--- config.mk ---
export PLATFORM = sky130hd
export DESIGN_NAME = vf_ramp_phase_generator
export DESIGN_NICKNAME = d
export VERILOG_FILES = /design/src/rtl/vfr_pkg.sv /design/src/rtl/vfr_div_unit.sv /design/src/rtl/vfr_core.sv /design/src/rtl/vf_ramp_phase_generator.sv
export SDC_FILE = /design/constraint.sdc
export NUM_CORES = 2
export LEC_CHECK = 0
export ABC_AREA = 1
export BUFFER_PORTS_ARGS = -buffer_cell sky130_fd_sc_hd__buf_2
export CORE_MARGIN = 4
export CORE_UTILIZATION = 49
export DETAILED_ROUTE_END_ITERATION = 12
export PLACE_DENSITY = 0.65
export REMOVE_ABC_BUFFERS = 1
export SETUP_SLACK_MARGIN = 0.02
export SLEW_MARGIN = 20
export SYNTH_ARGS = -nofsm -noshare
export SYNTH_HDL_FRONTEND = slang
export SYNTH_SLANG_ARGS = --single-unit
--- constraint.sdc ---
create_clock -name aclk -period 10.3 [get_ports aclk]
set_input_delay 1.03 -clock aclk [delete_from_list [all_inputs] [get_ports aclk]]
set_output_delay 1.03 -clock aclk [all_outputs]
set_load 0.02 [all_outputs]
--- src/rtl/vfr_pkg.sv ---
package vfr_pkg;

    localparam int PHASE_BITS = 32;

    localparam int FREQ_W   = 26;
    localparam int ACC_W    = 31;
    localparam int IDX_W    = 17;
    localparam int PWM_W    = 20;
    localparam int PH_OUT_W = 32;
    localparam int CFG_W    = 31;
    localparam int CFG_IDX_W = 3;

    localparam int Q30_SH  = 30;
    localparam int RAMP_SH = Q30_SH - FREQ_W;
    localparam int PROD_W  = FREQ_W + ACC_W;
    localparam int IDX_PROD_W = IDX_W + FREQ_W;

    // divider: remainder as wide as the widest divisor, quotient wide enough for the phase step
    localparam int REM_W  = ACC_W;
    localparam int DIV_QW = FREQ_W + PHASE_BITS - 16;
    localparam int CNT_W  = $clog2(DIV_QW + 1);

    localparam int IN_DATA_W  = 32;
    localparam int OUT_USED_W = FREQ_W + IDX_W + PH_OUT_W;
    localparam int OUT_DATA_W = ((OUT_USED_W + 7) / 8) * 8;

    localparam logic [ACC_W-1:0]  ONE_Q30   = ACC_W'(1) << Q30_SH;
    localparam logic [IDX_W-1:0]  IDX_MAX   = '1;
    localparam logic [ACC_W-1:0]  ACCEL_RST = 31'd1074815566;
    localparam logic [IDX_W-1:0]  NOM_IDX_RST = 17'd52429;
    localparam logic [FREQ_W-1:0] NOM_FREQ_RST = 26'd3276800;
    localparam logic [PWM_W-1:0]  PWM_RST = 20'd20000;
    localparam logic [FREQ_W-1:0] INIT_FREQ_RST = 26'd65536;

    typedef enum logic [CFG_IDX_W-1:0] {
        CFG_ACCEL     = 3'd0,
        CFG_NOM_IDX   = 3'd1,
        CFG_NOM_FREQ  = 3'd2,
        CFG_PWM_FREQ  = 3'd3,
        CFG_INIT_FREQ = 3'd4
    } cfg_idx_t;

    typedef struct packed {
        logic [ACC_W-1:0]  accel;
        logic [IDX_W-1:0]  nom_idx;
        logic [FREQ_W-1:0] nom_freq;
        logic [PWM_W-1:0]  pwm_freq;
        logic [FREQ_W-1:0] init_freq;
    } cfg_t;

    typedef struct packed {
        logic [FREQ_W-1:0]   cur_freq;
        logic [IDX_W-1:0]    mod_index;
        logic [PH_OUT_W-1:0] phase;
        logic                at_target;
    } res_t;

    typedef struct packed {
        logic [REM_W-1:0]  rem;
        logic [DIV_QW-1:0] bits;
        logic [CNT_W-1:0]  steps;
        logic [REM_W-1:0]  divisor;
    } div_req_t;

endpackage

--- src/rtl/vfr_div_unit.sv ---
module vfr_div_unit (
    input  logic                       aclk,
    input  logic                       aresetn,
    input  logic                       start,
    input  vfr_pkg::div_req_t          req,
    output logic                       done,
    output logic [vfr_pkg::DIV_QW-1:0] quot
);
    import vfr_pkg::*;

    logic                 busy_reg;
    logic [CNT_W-1:0]     cnt_reg;
    logic [REM_W-1:0]     rem_reg;
    logic [DIV_QW-1:0]    bits_reg;
    logic [DIV_QW-1:0]    q_reg;
    logic [REM_W-1:0]     div_reg;

    logic [REM_W:0]       rem_sh;
    logic [REM_W:0]       diff;
    logic                 ge;
    logic [REM_W-1:0]     rem_next;
    logic                 stepping;

    // one restoring step per cycle, dividend bits enter msb first
    assign rem_sh   = {rem_reg, bits_reg[DIV_QW-1]};
    assign diff     = rem_sh - {1'b0, div_reg};
    assign ge       = (rem_sh >= {1'b0, div_reg});
    assign rem_next = ge ? diff[REM_W-1:0] : rem_sh[REM_W-1:0];
    assign stepping = busy_reg && (cnt_reg != '0);

    assign done = busy_reg && (cnt_reg == '0);
    assign quot = q_reg;

    always_ff @(posedge aclk) begin
        if (!aresetn) begin
            busy_reg <= 1'b0;
            cnt_reg  <= '0;
        end else if (start) begin
            busy_reg <= 1'b1;
            cnt_reg  <= req.steps;
        end else if (done) begin
            busy_reg <= 1'b0;
        end else if (stepping) begin
            cnt_reg <= cnt_reg - CNT_W'(1);
        end
    end

    always_ff @(posedge aclk) begin
        if (start) begin
            rem_reg  <= req.rem;
            bits_reg <= req.bits;
            div_reg  <= req.divisor;
            q_reg    <= '0;
        end else if (stepping) begin
            rem_reg  <= rem_next;
            bits_reg <= bits_reg << 1;
            q_reg    <= {q_reg[DIV_QW-2:0], ge};
        end
    end

endmodule

--- src/rtl/vfr_core.sv ---
module vfr_core (
    input  logic                       aclk,
    input  logic                       aresetn,
    input  vfr_pkg::cfg_t              cfg,
    input  logic                       start,
    input  logic [vfr_pkg::FREQ_W-1:0] req_freq,
    input  logic                       restart,
    output logic                       idle,
    output logic                       done,
    input  logic                       res_ready,
    output vfr_pkg::res_t              res
);
    import vfr_pkg::*;

    typedef enum logic [8:0] {
        ST_IDLE = 9'b000000001,
        ST_RAMP = 9'b000000010,
        ST_UP   = 9'b000000100,
        ST_DN   = 9'b000001000,
        ST_IMUL = 9'b000010000,
        ST_ICHK = 9'b000100000,
        ST_IDIV = 9'b001000000,
        ST_PDIV = 9'b010000000,
        ST_DONE = 9'b100000000
    } state_t;

    state_t                state_reg, state_next;
    logic [FREQ_W-1:0]     f_reg, f_next;
    logic [FREQ_W-1:0]     tgt_reg;
    logic [PHASE_BITS-1:0] phase_reg, phase_next;
    logic [PROD_W-1:0]     prod_reg;
    logic [IDX_W-1:0]      idx_reg, idx_next;

    logic [ACC_W-1:0]      a_eff;
    logic [FREQ_W-1:0]     nf_eff;
    logic [PWM_W-1:0]      pf_eff;
    logic [ACC_W-1:0]      mul_b;

    logic [FREQ_W:0]       up_raw;
    logic [FREQ_W:0]       up_bump;
    logic [FREQ_W-1:0]     f_up;
    logic [FREQ_W-1:0]     dn_q;
    logic [FREQ_W-1:0]     f_dn;

    logic [IDX_PROD_W-1:0] idx_prod;
    logic [FREQ_W-1:0]     idx_hi;
    logic                  idx_ovf;

    logic                  div_start;
    div_req_t              div_req;
    logic                  div_done;
    logic [DIV_QW-1:0]     div_q;

    vfr_div_unit u_div (
        .aclk    (aclk),
        .aresetn (aresetn),
        .start   (div_start),
        .req     (div_req),
        .done    (div_done),
        .quot    (div_q)
    );

    assign a_eff  = (cfg.accel < ONE_Q30) ? ONE_Q30 : cfg.accel;
    assign nf_eff = (cfg.nom_freq == '0) ? FREQ_W'(1) : cfg.nom_freq;
    assign pf_eff = (cfg.pwm_freq == '0) ? PWM_W'(1) : cfg.pwm_freq;
    assign mul_b  = (state_reg == ST_IMUL) ? ACC_W'(cfg.nom_idx) : a_eff;

    // geometric step up, forced to progress by one lsb when rounding stalls it
    assign up_raw  = prod_reg[PROD_W-1:Q30_SH];
    assign up_bump = ((up_raw == {1'b0, f_reg}) && (a_eff > ONE_Q30) && (f_reg != '0))
                     ? ({1'b0, f_reg} + (FREQ_W+1)'(1)) : up_raw;
    assign f_up    = (up_bump > {1'b0, tgt_reg}) ? tgt_reg : up_bump[FREQ_W-1:0];

    assign dn_q = div_q[FREQ_W-1:0];
    assign f_dn = (dn_q < tgt_reg) ? tgt_reg : dn_q;

    // quotient reaches 2^17 exactly when the upper product bits reach the divisor
    assign idx_prod = prod_reg[IDX_PROD_W-1:0];
    assign idx_hi   = idx_prod[IDX_PROD_W-1:IDX_W];
    assign idx_ovf  = (idx_hi >= nf_eff);

    always_comb begin
        div_start       = 1'b0;
        div_req.rem     = '0;
        div_req.bits    = '0;
        div_req.steps   = CNT_W'(DIV_QW);
        div_req.divisor = REM_W'(pf_eff);
        unique case (state_reg)
            ST_RAMP: begin
                div_start       = (f_reg > tgt_reg);
                div_req.rem     = REM_W'(f_reg) << RAMP_SH;
                div_req.steps   = CNT_W'(FREQ_W);
                div_req.divisor = a_eff;
            end
            ST_ICHK: begin
                div_start = 1'b1;
                if (!idx_ovf) begin
                    div_req.rem     = REM_W'(idx_hi);
                    div_req.bits    = DIV_QW'(idx_prod[IDX_W-1:0]) << (DIV_QW - IDX_W);
                    div_req.steps   = CNT_W'(IDX_W);
                    div_req.divisor = REM_W'(nf_eff);
                end else begin
                    div_req.bits = DIV_QW'(f_reg) << (PHASE_BITS - 16);
                end
            end
            ST_IDIV: begin
                div_start    = div_done;
                div_req.bits = DIV_QW'(f_reg) << (PHASE_BITS - 16);
            end
            default: begin
            end
        endcase
    end

    always_comb begin
        state_next = state_reg;
        f_next     = f_reg;
        phase_next = phase_reg;
        idx_next   = idx_reg;
        unique case (state_reg)
            ST_IDLE: begin
                if (start) begin
                    state_next = ST_RAMP;
                    if (restart) begin
                        f_next     = cfg.init_freq;
                        phase_next = '0;
                    end
                end
            end
            ST_RAMP: begin
                if (f_reg < tgt_reg) begin
                    state_next = ST_UP;
                end else if (f_reg > tgt_reg) begin
                    state_next = ST_DN;
                end else begin
                    state_next = ST_IMUL;
                end
            end
            ST_UP: begin
                f_next     = f_up;
                state_next = ST_IMUL;
            end
            ST_DN: begin
                if (div_done) begin
                    f_next     = f_dn;
                    state_next = ST_IMUL;
                end
            end
            ST_IMUL: begin
                state_next = ST_ICHK;
            end
            ST_ICHK: begin
                if (idx_ovf) begin
                    idx_next   = IDX_MAX;
                    state_next = ST_PDIV;
                end else begin
                    state_next = ST_IDIV;
                end
            end
            ST_IDIV: begin
                if (div_done) begin
                    idx_next   = div_q[IDX_W-1:0];
                    state_next = ST_PDIV;
                end
            end
            ST_PDIV: begin
                if (div_done) begin
                    phase_next = phase_reg + div_q[PHASE_BITS-1:0];
                    state_next = ST_DONE;
                end
            end
            ST_DONE: begin
                if (res_ready) begin
                    state_next = ST_IDLE;
                end
            end
            default: begin
                state_next = ST_IDLE;
            end
        endcase
    end

    always_ff @(posedge aclk) begin
        if (!aresetn) begin
            state_reg <= ST_IDLE;
            f_reg     <= INIT_FREQ_RST;
            phase_reg <= '0;
        end else begin
            state_reg <= state_next;
            f_reg     <= f_next;
            phase_reg <= phase_next;
        end
    end

    // one shared multiplier: ramp product first, then index product
    always_ff @(posedge aclk) begin
        if ((state_reg == ST_RAMP) || (state_reg == ST_IMUL)) begin
            prod_reg <= PROD_W'(f_reg) * PROD_W'(mul_b);
        end
        if (state_reg == ST_IDLE && start) begin
            tgt_reg <= req_freq;
        end
        idx_reg <= idx_next;
    end

    assign idle = (state_reg == ST_IDLE);
    assign done = (state_reg == ST_DONE);

    assign res.cur_freq  = f_reg;
    assign res.mod_index = idx_reg;
    assign res.phase     = PH_OUT_W'({phase_reg, PH_OUT_W'(0)} >> PHASE_BITS);
    assign res.at_target = (f_reg == tgt_reg);

endmodule

--- src/rtl/vf_ramp_phase_generator.sv ---
// open-loop v/f ramp and phase generator, one item per pwm period
//
// s_ channel: s_tdata carries the requested frequency (q10.16), s_tuser the
// restart flag. m_ channel: a result item with the ramped frequency, the
// modulation index (q1.16, saturated), the phase word and the at-target flag.
// cfg_we/cfg_idx/cfg_wdata write the five ramp registers; write only while idle.
//
// each item runs through one shared multiplier and one bit-serial restoring
// divider under a small sequencer: up to three divisions one quotient bit a
// cycle, the phase-step division being 42 bits long. s_tready rises again in
// the cycle the result is loaded, so a new item is taken only after the last
// one's result is loaded.
//
// reset loads the frequency with the initial-frequency reset value, clears the
// phase and restores all register defaults. a stalled receiver holds the
// result in the output register; one more item is worked on meanwhile and
// waits at its end until the output register frees up.
module vf_ramp_phase_generator (
    input  logic                           aclk,
    input  logic                           aresetn,
    input  logic                           cfg_we,
    input  logic [vfr_pkg::CFG_IDX_W-1:0]  cfg_idx,
    input  logic [vfr_pkg::CFG_W-1:0]      cfg_wdata,
    input  logic                           s_tvalid,
    output logic                           s_tready,
    input  logic [vfr_pkg::IN_DATA_W-1:0]  s_tdata,  // req_freq[25:0]
    input  logic [0:0]                     s_tuser,  // restart[0]
    output logic                           m_tvalid,
    input  logic                           m_tready,
    output logic [vfr_pkg::OUT_DATA_W-1:0] m_tdata,  // cur_freq[25:0], mod_index[42:26], phase[74:43]
    output logic [0:0]                     m_tuser   // at_target[0]
);
    import vfr_pkg::*;

    cfg_t                   cfg_reg;
    logic                   m_tvalid_reg;
    logic [OUT_DATA_W-1:0]  m_tdata_reg;
    logic [0:0]             m_tuser_reg;

    logic                   core_idle;
    logic                   core_done;
    logic                   res_ready;
    logic                   start;
    res_t                   res;

    always_ff @(posedge aclk) begin
        if (!aresetn) begin
            cfg_reg.accel     <= ACCEL_RST;
            cfg_reg.nom_idx   <= NOM_IDX_RST;
            cfg_reg.nom_freq  <= NOM_FREQ_RST;
            cfg_reg.pwm_freq  <= PWM_RST;
            cfg_reg.init_freq <= INIT_FREQ_RST;
        end else if (cfg_we) begin
            unique case (cfg_idx)
                CFG_ACCEL:     cfg_reg.accel     <= cfg_wdata[ACC_W-1:0];
                CFG_NOM_IDX:   cfg_reg.nom_idx   <= cfg_wdata[IDX_W-1:0];
                CFG_NOM_FREQ:  cfg_reg.nom_freq  <= cfg_wdata[FREQ_W-1:0];
                CFG_PWM_FREQ:  cfg_reg.pwm_freq  <= cfg_wdata[PWM_W-1:0];
                CFG_INIT_FREQ: cfg_reg.init_freq <= cfg_wdata[FREQ_W-1:0];
                default: begin
                end
            endcase
        end
    end

    assign s_tready  = core_idle;
    assign start     = s_tvalid && core_idle;
    assign res_ready = !m_tvalid_reg || m_tready;

    vfr_core u_core (
        .aclk      (aclk),
        .aresetn   (aresetn),
        .cfg       (cfg_reg),
        .start     (start),
        .req_freq  (s_tdata[FREQ_W-1:0]),
        .restart   (s_tuser[0]),
        .idle      (core_idle),
        .done      (core_done),
        .res_ready (res_ready),
        .res       (res)
    );

    always_ff @(posedge aclk) begin
        if (!aresetn) begin
            m_tvalid_reg <= 1'b0;
        end else if (core_done && res_ready) begin
            m_tvalid_reg <= 1'b1;
        end else if (m_tready) begin
            m_tvalid_reg <= 1'b0;
        end
    end

    always_ff @(posedge aclk) begin
        if (core_done && res_ready) begin
            m_tdata_reg <= OUT_DATA_W'({res.phase, res.mod_index, res.cur_freq});
            m_tuser_reg <= res.at_target;
        end
    end

    assign m_tvalid = m_tvalid_reg;
    assign m_tdata  = m_tdata_reg;
    assign m_tuser  = m_tuser_reg;

endmodule

==> metrics.md <==
| Metric | Value |
|---|---|
| Post-synth EDFFs | 264 |
| Gate Count Post-Synth | 6487 |
| Avg WL per Cell | 23.2 µm |
| Max Fclk | 107 MHz |
| Largest net degree at the start of global routing | 106 |
| Worst setup path end | u_core.prod_reg[35] |
| Async SR Flop Fraction | 0 |
| Final setup TNS | 0 ps |
| CTS hold repair buffers | 0 |
| Data required, critical path | 10620 ps |
| Synth cell count leaders | nand2_1 (1269), inv_1 (1196), nor2_1 (756), fa_1 (696), ha_1 (364) |
| Initial antenna violation count | 3 |
| Final HPWL DP | 146000 µm |
| CP Launch Type | register |
| Crit Path Max Fanout | 27 |
| Root Buffer | clkbuf_16 |
| Max clock buf depth | 3 |
| Final setup vio count | 0 |
| Die Y | 336 µm |
| GP Congestion | 1.01 |
| # fillers | 10000 |
| Relative slew slack | 0.248 |
| Post-CTS Resized | 0 |
| DRC viols | 0 |
| H-Tree Depth | 2 |
| Fin. max-slew vios | 0 |
| Final ANT Viol Nets | 0 |
| Xor-xnor portion of the synthesized cell area | 0.0190 |
| Slew @ Worst Pin | 1120 ps |
| Synth Area in Compound Gates | 0.0943 |
| Layout cell share with drive strength beyond 1 | 0.0656 |
| Post-CTS Setup Bufs | 0 |
| Reg-to-reg endpoint | u_core.prod_reg[35] |
| Slowest cell on the critical path | o21ai_0 |
| Floorplan core area | 0.106 mm² |
| Worst skew pair latency | 650 ps |
| HP Start | u_core.idx_reg[10] |
| Mapped Area | 0.0526 mm² |
| Total gr overflow | 0 |
| Nets@finish | 7671 |
| Crit end category | register |
| Top-Level Pins | 155 |
| Most common cell in the netlist | nand2_1 |
| Synth area leader | fa_1 |
| Register area | 0.0125 mm² |
| Clock Sinks | 491 |
| Tot GR Track Use | 0.329 |
| Vias in the first global route | 45300 |
| Worst EP arrival | 9680 ps |
| Vias | 45600 |
| TritonRoute pass-1 iters | 8 |
| Tcrit/Tclk final | 0.909 |
| Total Wirelength | 185000 µm |
| Number of DRC markers in iteration 0 | 4530 |
| Synth Flop Type | edfxtp_1 |
| Core Rows | 119 |
| Max-cap violations | 0 |
| Largest family of logic cells by synthesized area | adder cells |
| Status | finished, final reports clean |
| Initial Util | 0.496 |
| FF-to-FF Start | u_core.state_reg[7] |
| Yosys reg bits | 491 |
| Worst R2R Setup Slack | 940 ps |
| Syn avg cell area | 8.10 µm² |
| Adder-cell share of the synthesized area | 0.352 |
| CTS buffer count | 54 |
| CTS tree | yes |
| Mux cell area share after synthesis | 0 |
| Simple-gate share of the synthesized area | 0.187 |
| Vias per cell | 5.72 |
| Final hold vios | 0 |
| CP max stage delay | 630 ps |
| Port Buffers | 143 |
| Depth of the worst register-to-register path | 31 |
| Min Tclk post-route | 9360 ps |
| Synth warn | 0 |
| DIE WIDTH | 336 µm |
| Clock-pin slew on the worst setup and hold paths | 60 ps |
| Final Skew | 40.0 ps |
| Largest register FFs | 120 |
| P&R area growth vs syn | 7.99% |
| Register area share after synthesis | 0.237 |
| First-pass GRT wire length | 279000 µm |
| Die ar. | 0.113 mm² |
| Setup crit start | u_core.state_reg[7] |
| Footprint of the multi-input gates | 0.0343 mm² |
| Worst Hold Class | reg -> reg |
| Yosys cell types | 57 |
| CP Class | reg -> reg |
| Synth top area cells | fa_1 (27%), edfxtp_1 (15%), nand2_1 (9.1%) |
| Top-area cell type share of the netlist area | 0.265 |
| RSZ-0062 raised after global routing | false |
[per-stage QoR]
step            util  cell area (µm²)  cells  worst slack, ps  hold slack [ps]
3_5_place_dp   0.517            54800   7874             1150              405
3_3_place_gp   0.517            54800   7874             1170              401
4_1_cts        0.536            56700   7974             1060              420
6_report       0.536            56800   7976              939              418
5_1_grt        0.536            56800   7974              468              426
2_1_floorplan      -            51400   6226             1350              400
[metal layers]
layer	part of all wire	vias up	wire length (µm)	track usage
li1	-	20300	-	-
met5	0.00042	-	78	0.00426
met3	0.12	570	21500	0.0865
met2	0.44	2478	80900	0.513
met1	0.39	22200	72400	0.434
met4	0.054	4	10000	0.144
[cell usage in the layout (no fill, tap or decap), drive strengths merged, types with 3 or more instances in the layout]
cell,instances
nand2,1278
inv,1230
nor2,766
fa,696
ha,364
o21ai,352
a21oi,337
edfxtp,264
buf,257
nand3,229
dfxtp,227
xor2,74
clkbuf,70
a31oi,49
nor3,48
nand4,46
xnor2,40
o211ai,39
clkinv,32
nor4,25
a21o,20
o21a,19
or2,19
o221ai,17
o22ai,15
o21bai,14
a21boi,12
bufinv,10
a211oi,5
conb,5
a221oi,4
o2111ai,3
o31ai,3
and3,3
[critical path, delay by kind of cell, from the launching register on]
family	cells	cell delay [ps]
AND/OR/NAND/NOR	9	1340
flip-flops	1	330
XOR/XNOR	1	630
AO/OA/AOI/OAI	3	1130
buffers and inverters	10	1610
adder cells (fa/ha/maj)	8	3980
[how the worst min path moves through the flow]
stage,depth (start not counted),to,slack (ps)
floorplan,0,m_tdata[26],400
global placement,0,m_tdata[39],400
detailed placement,0,m_tdata[36],400
CTS,0,m_tdata[27],420
global route,0,m_tdata[27],430
finish,0,m_tdata[36],420
[cell families (layout without fill, tap and decap cells)]
group	count (synthesis)	after routing
buffers and inverters	1508	1600
flip-flops	491	491
XOR/XNOR	114	114
adder cells (fa/ha/maj)	1060	1060
other	1	7
AND/OR/NAND/NOR	2419	2419
AO/OA/AOI/OAI	894	894
[layout make-up]
| type | instances | share of cell area |
|---|---|---|
| multi-input combinational | 4492 | 0.605 |
| sequential | 491 | 0.220 |
| inverter | 1243 | 0.0822 |
| tap | 1391 | 0.0307 |
| timing repair buffer | 257 | 0.0277 |
| clock buffer | 70 | 0.0261 |
| clock inverter | 30 | 0.00862 |
| antenna | 2 | 0.0000882 |
Power is left out: the tool's default activity adds up to more than one toggle a clock period on the data nets, which glitch-free logic cannot reach.
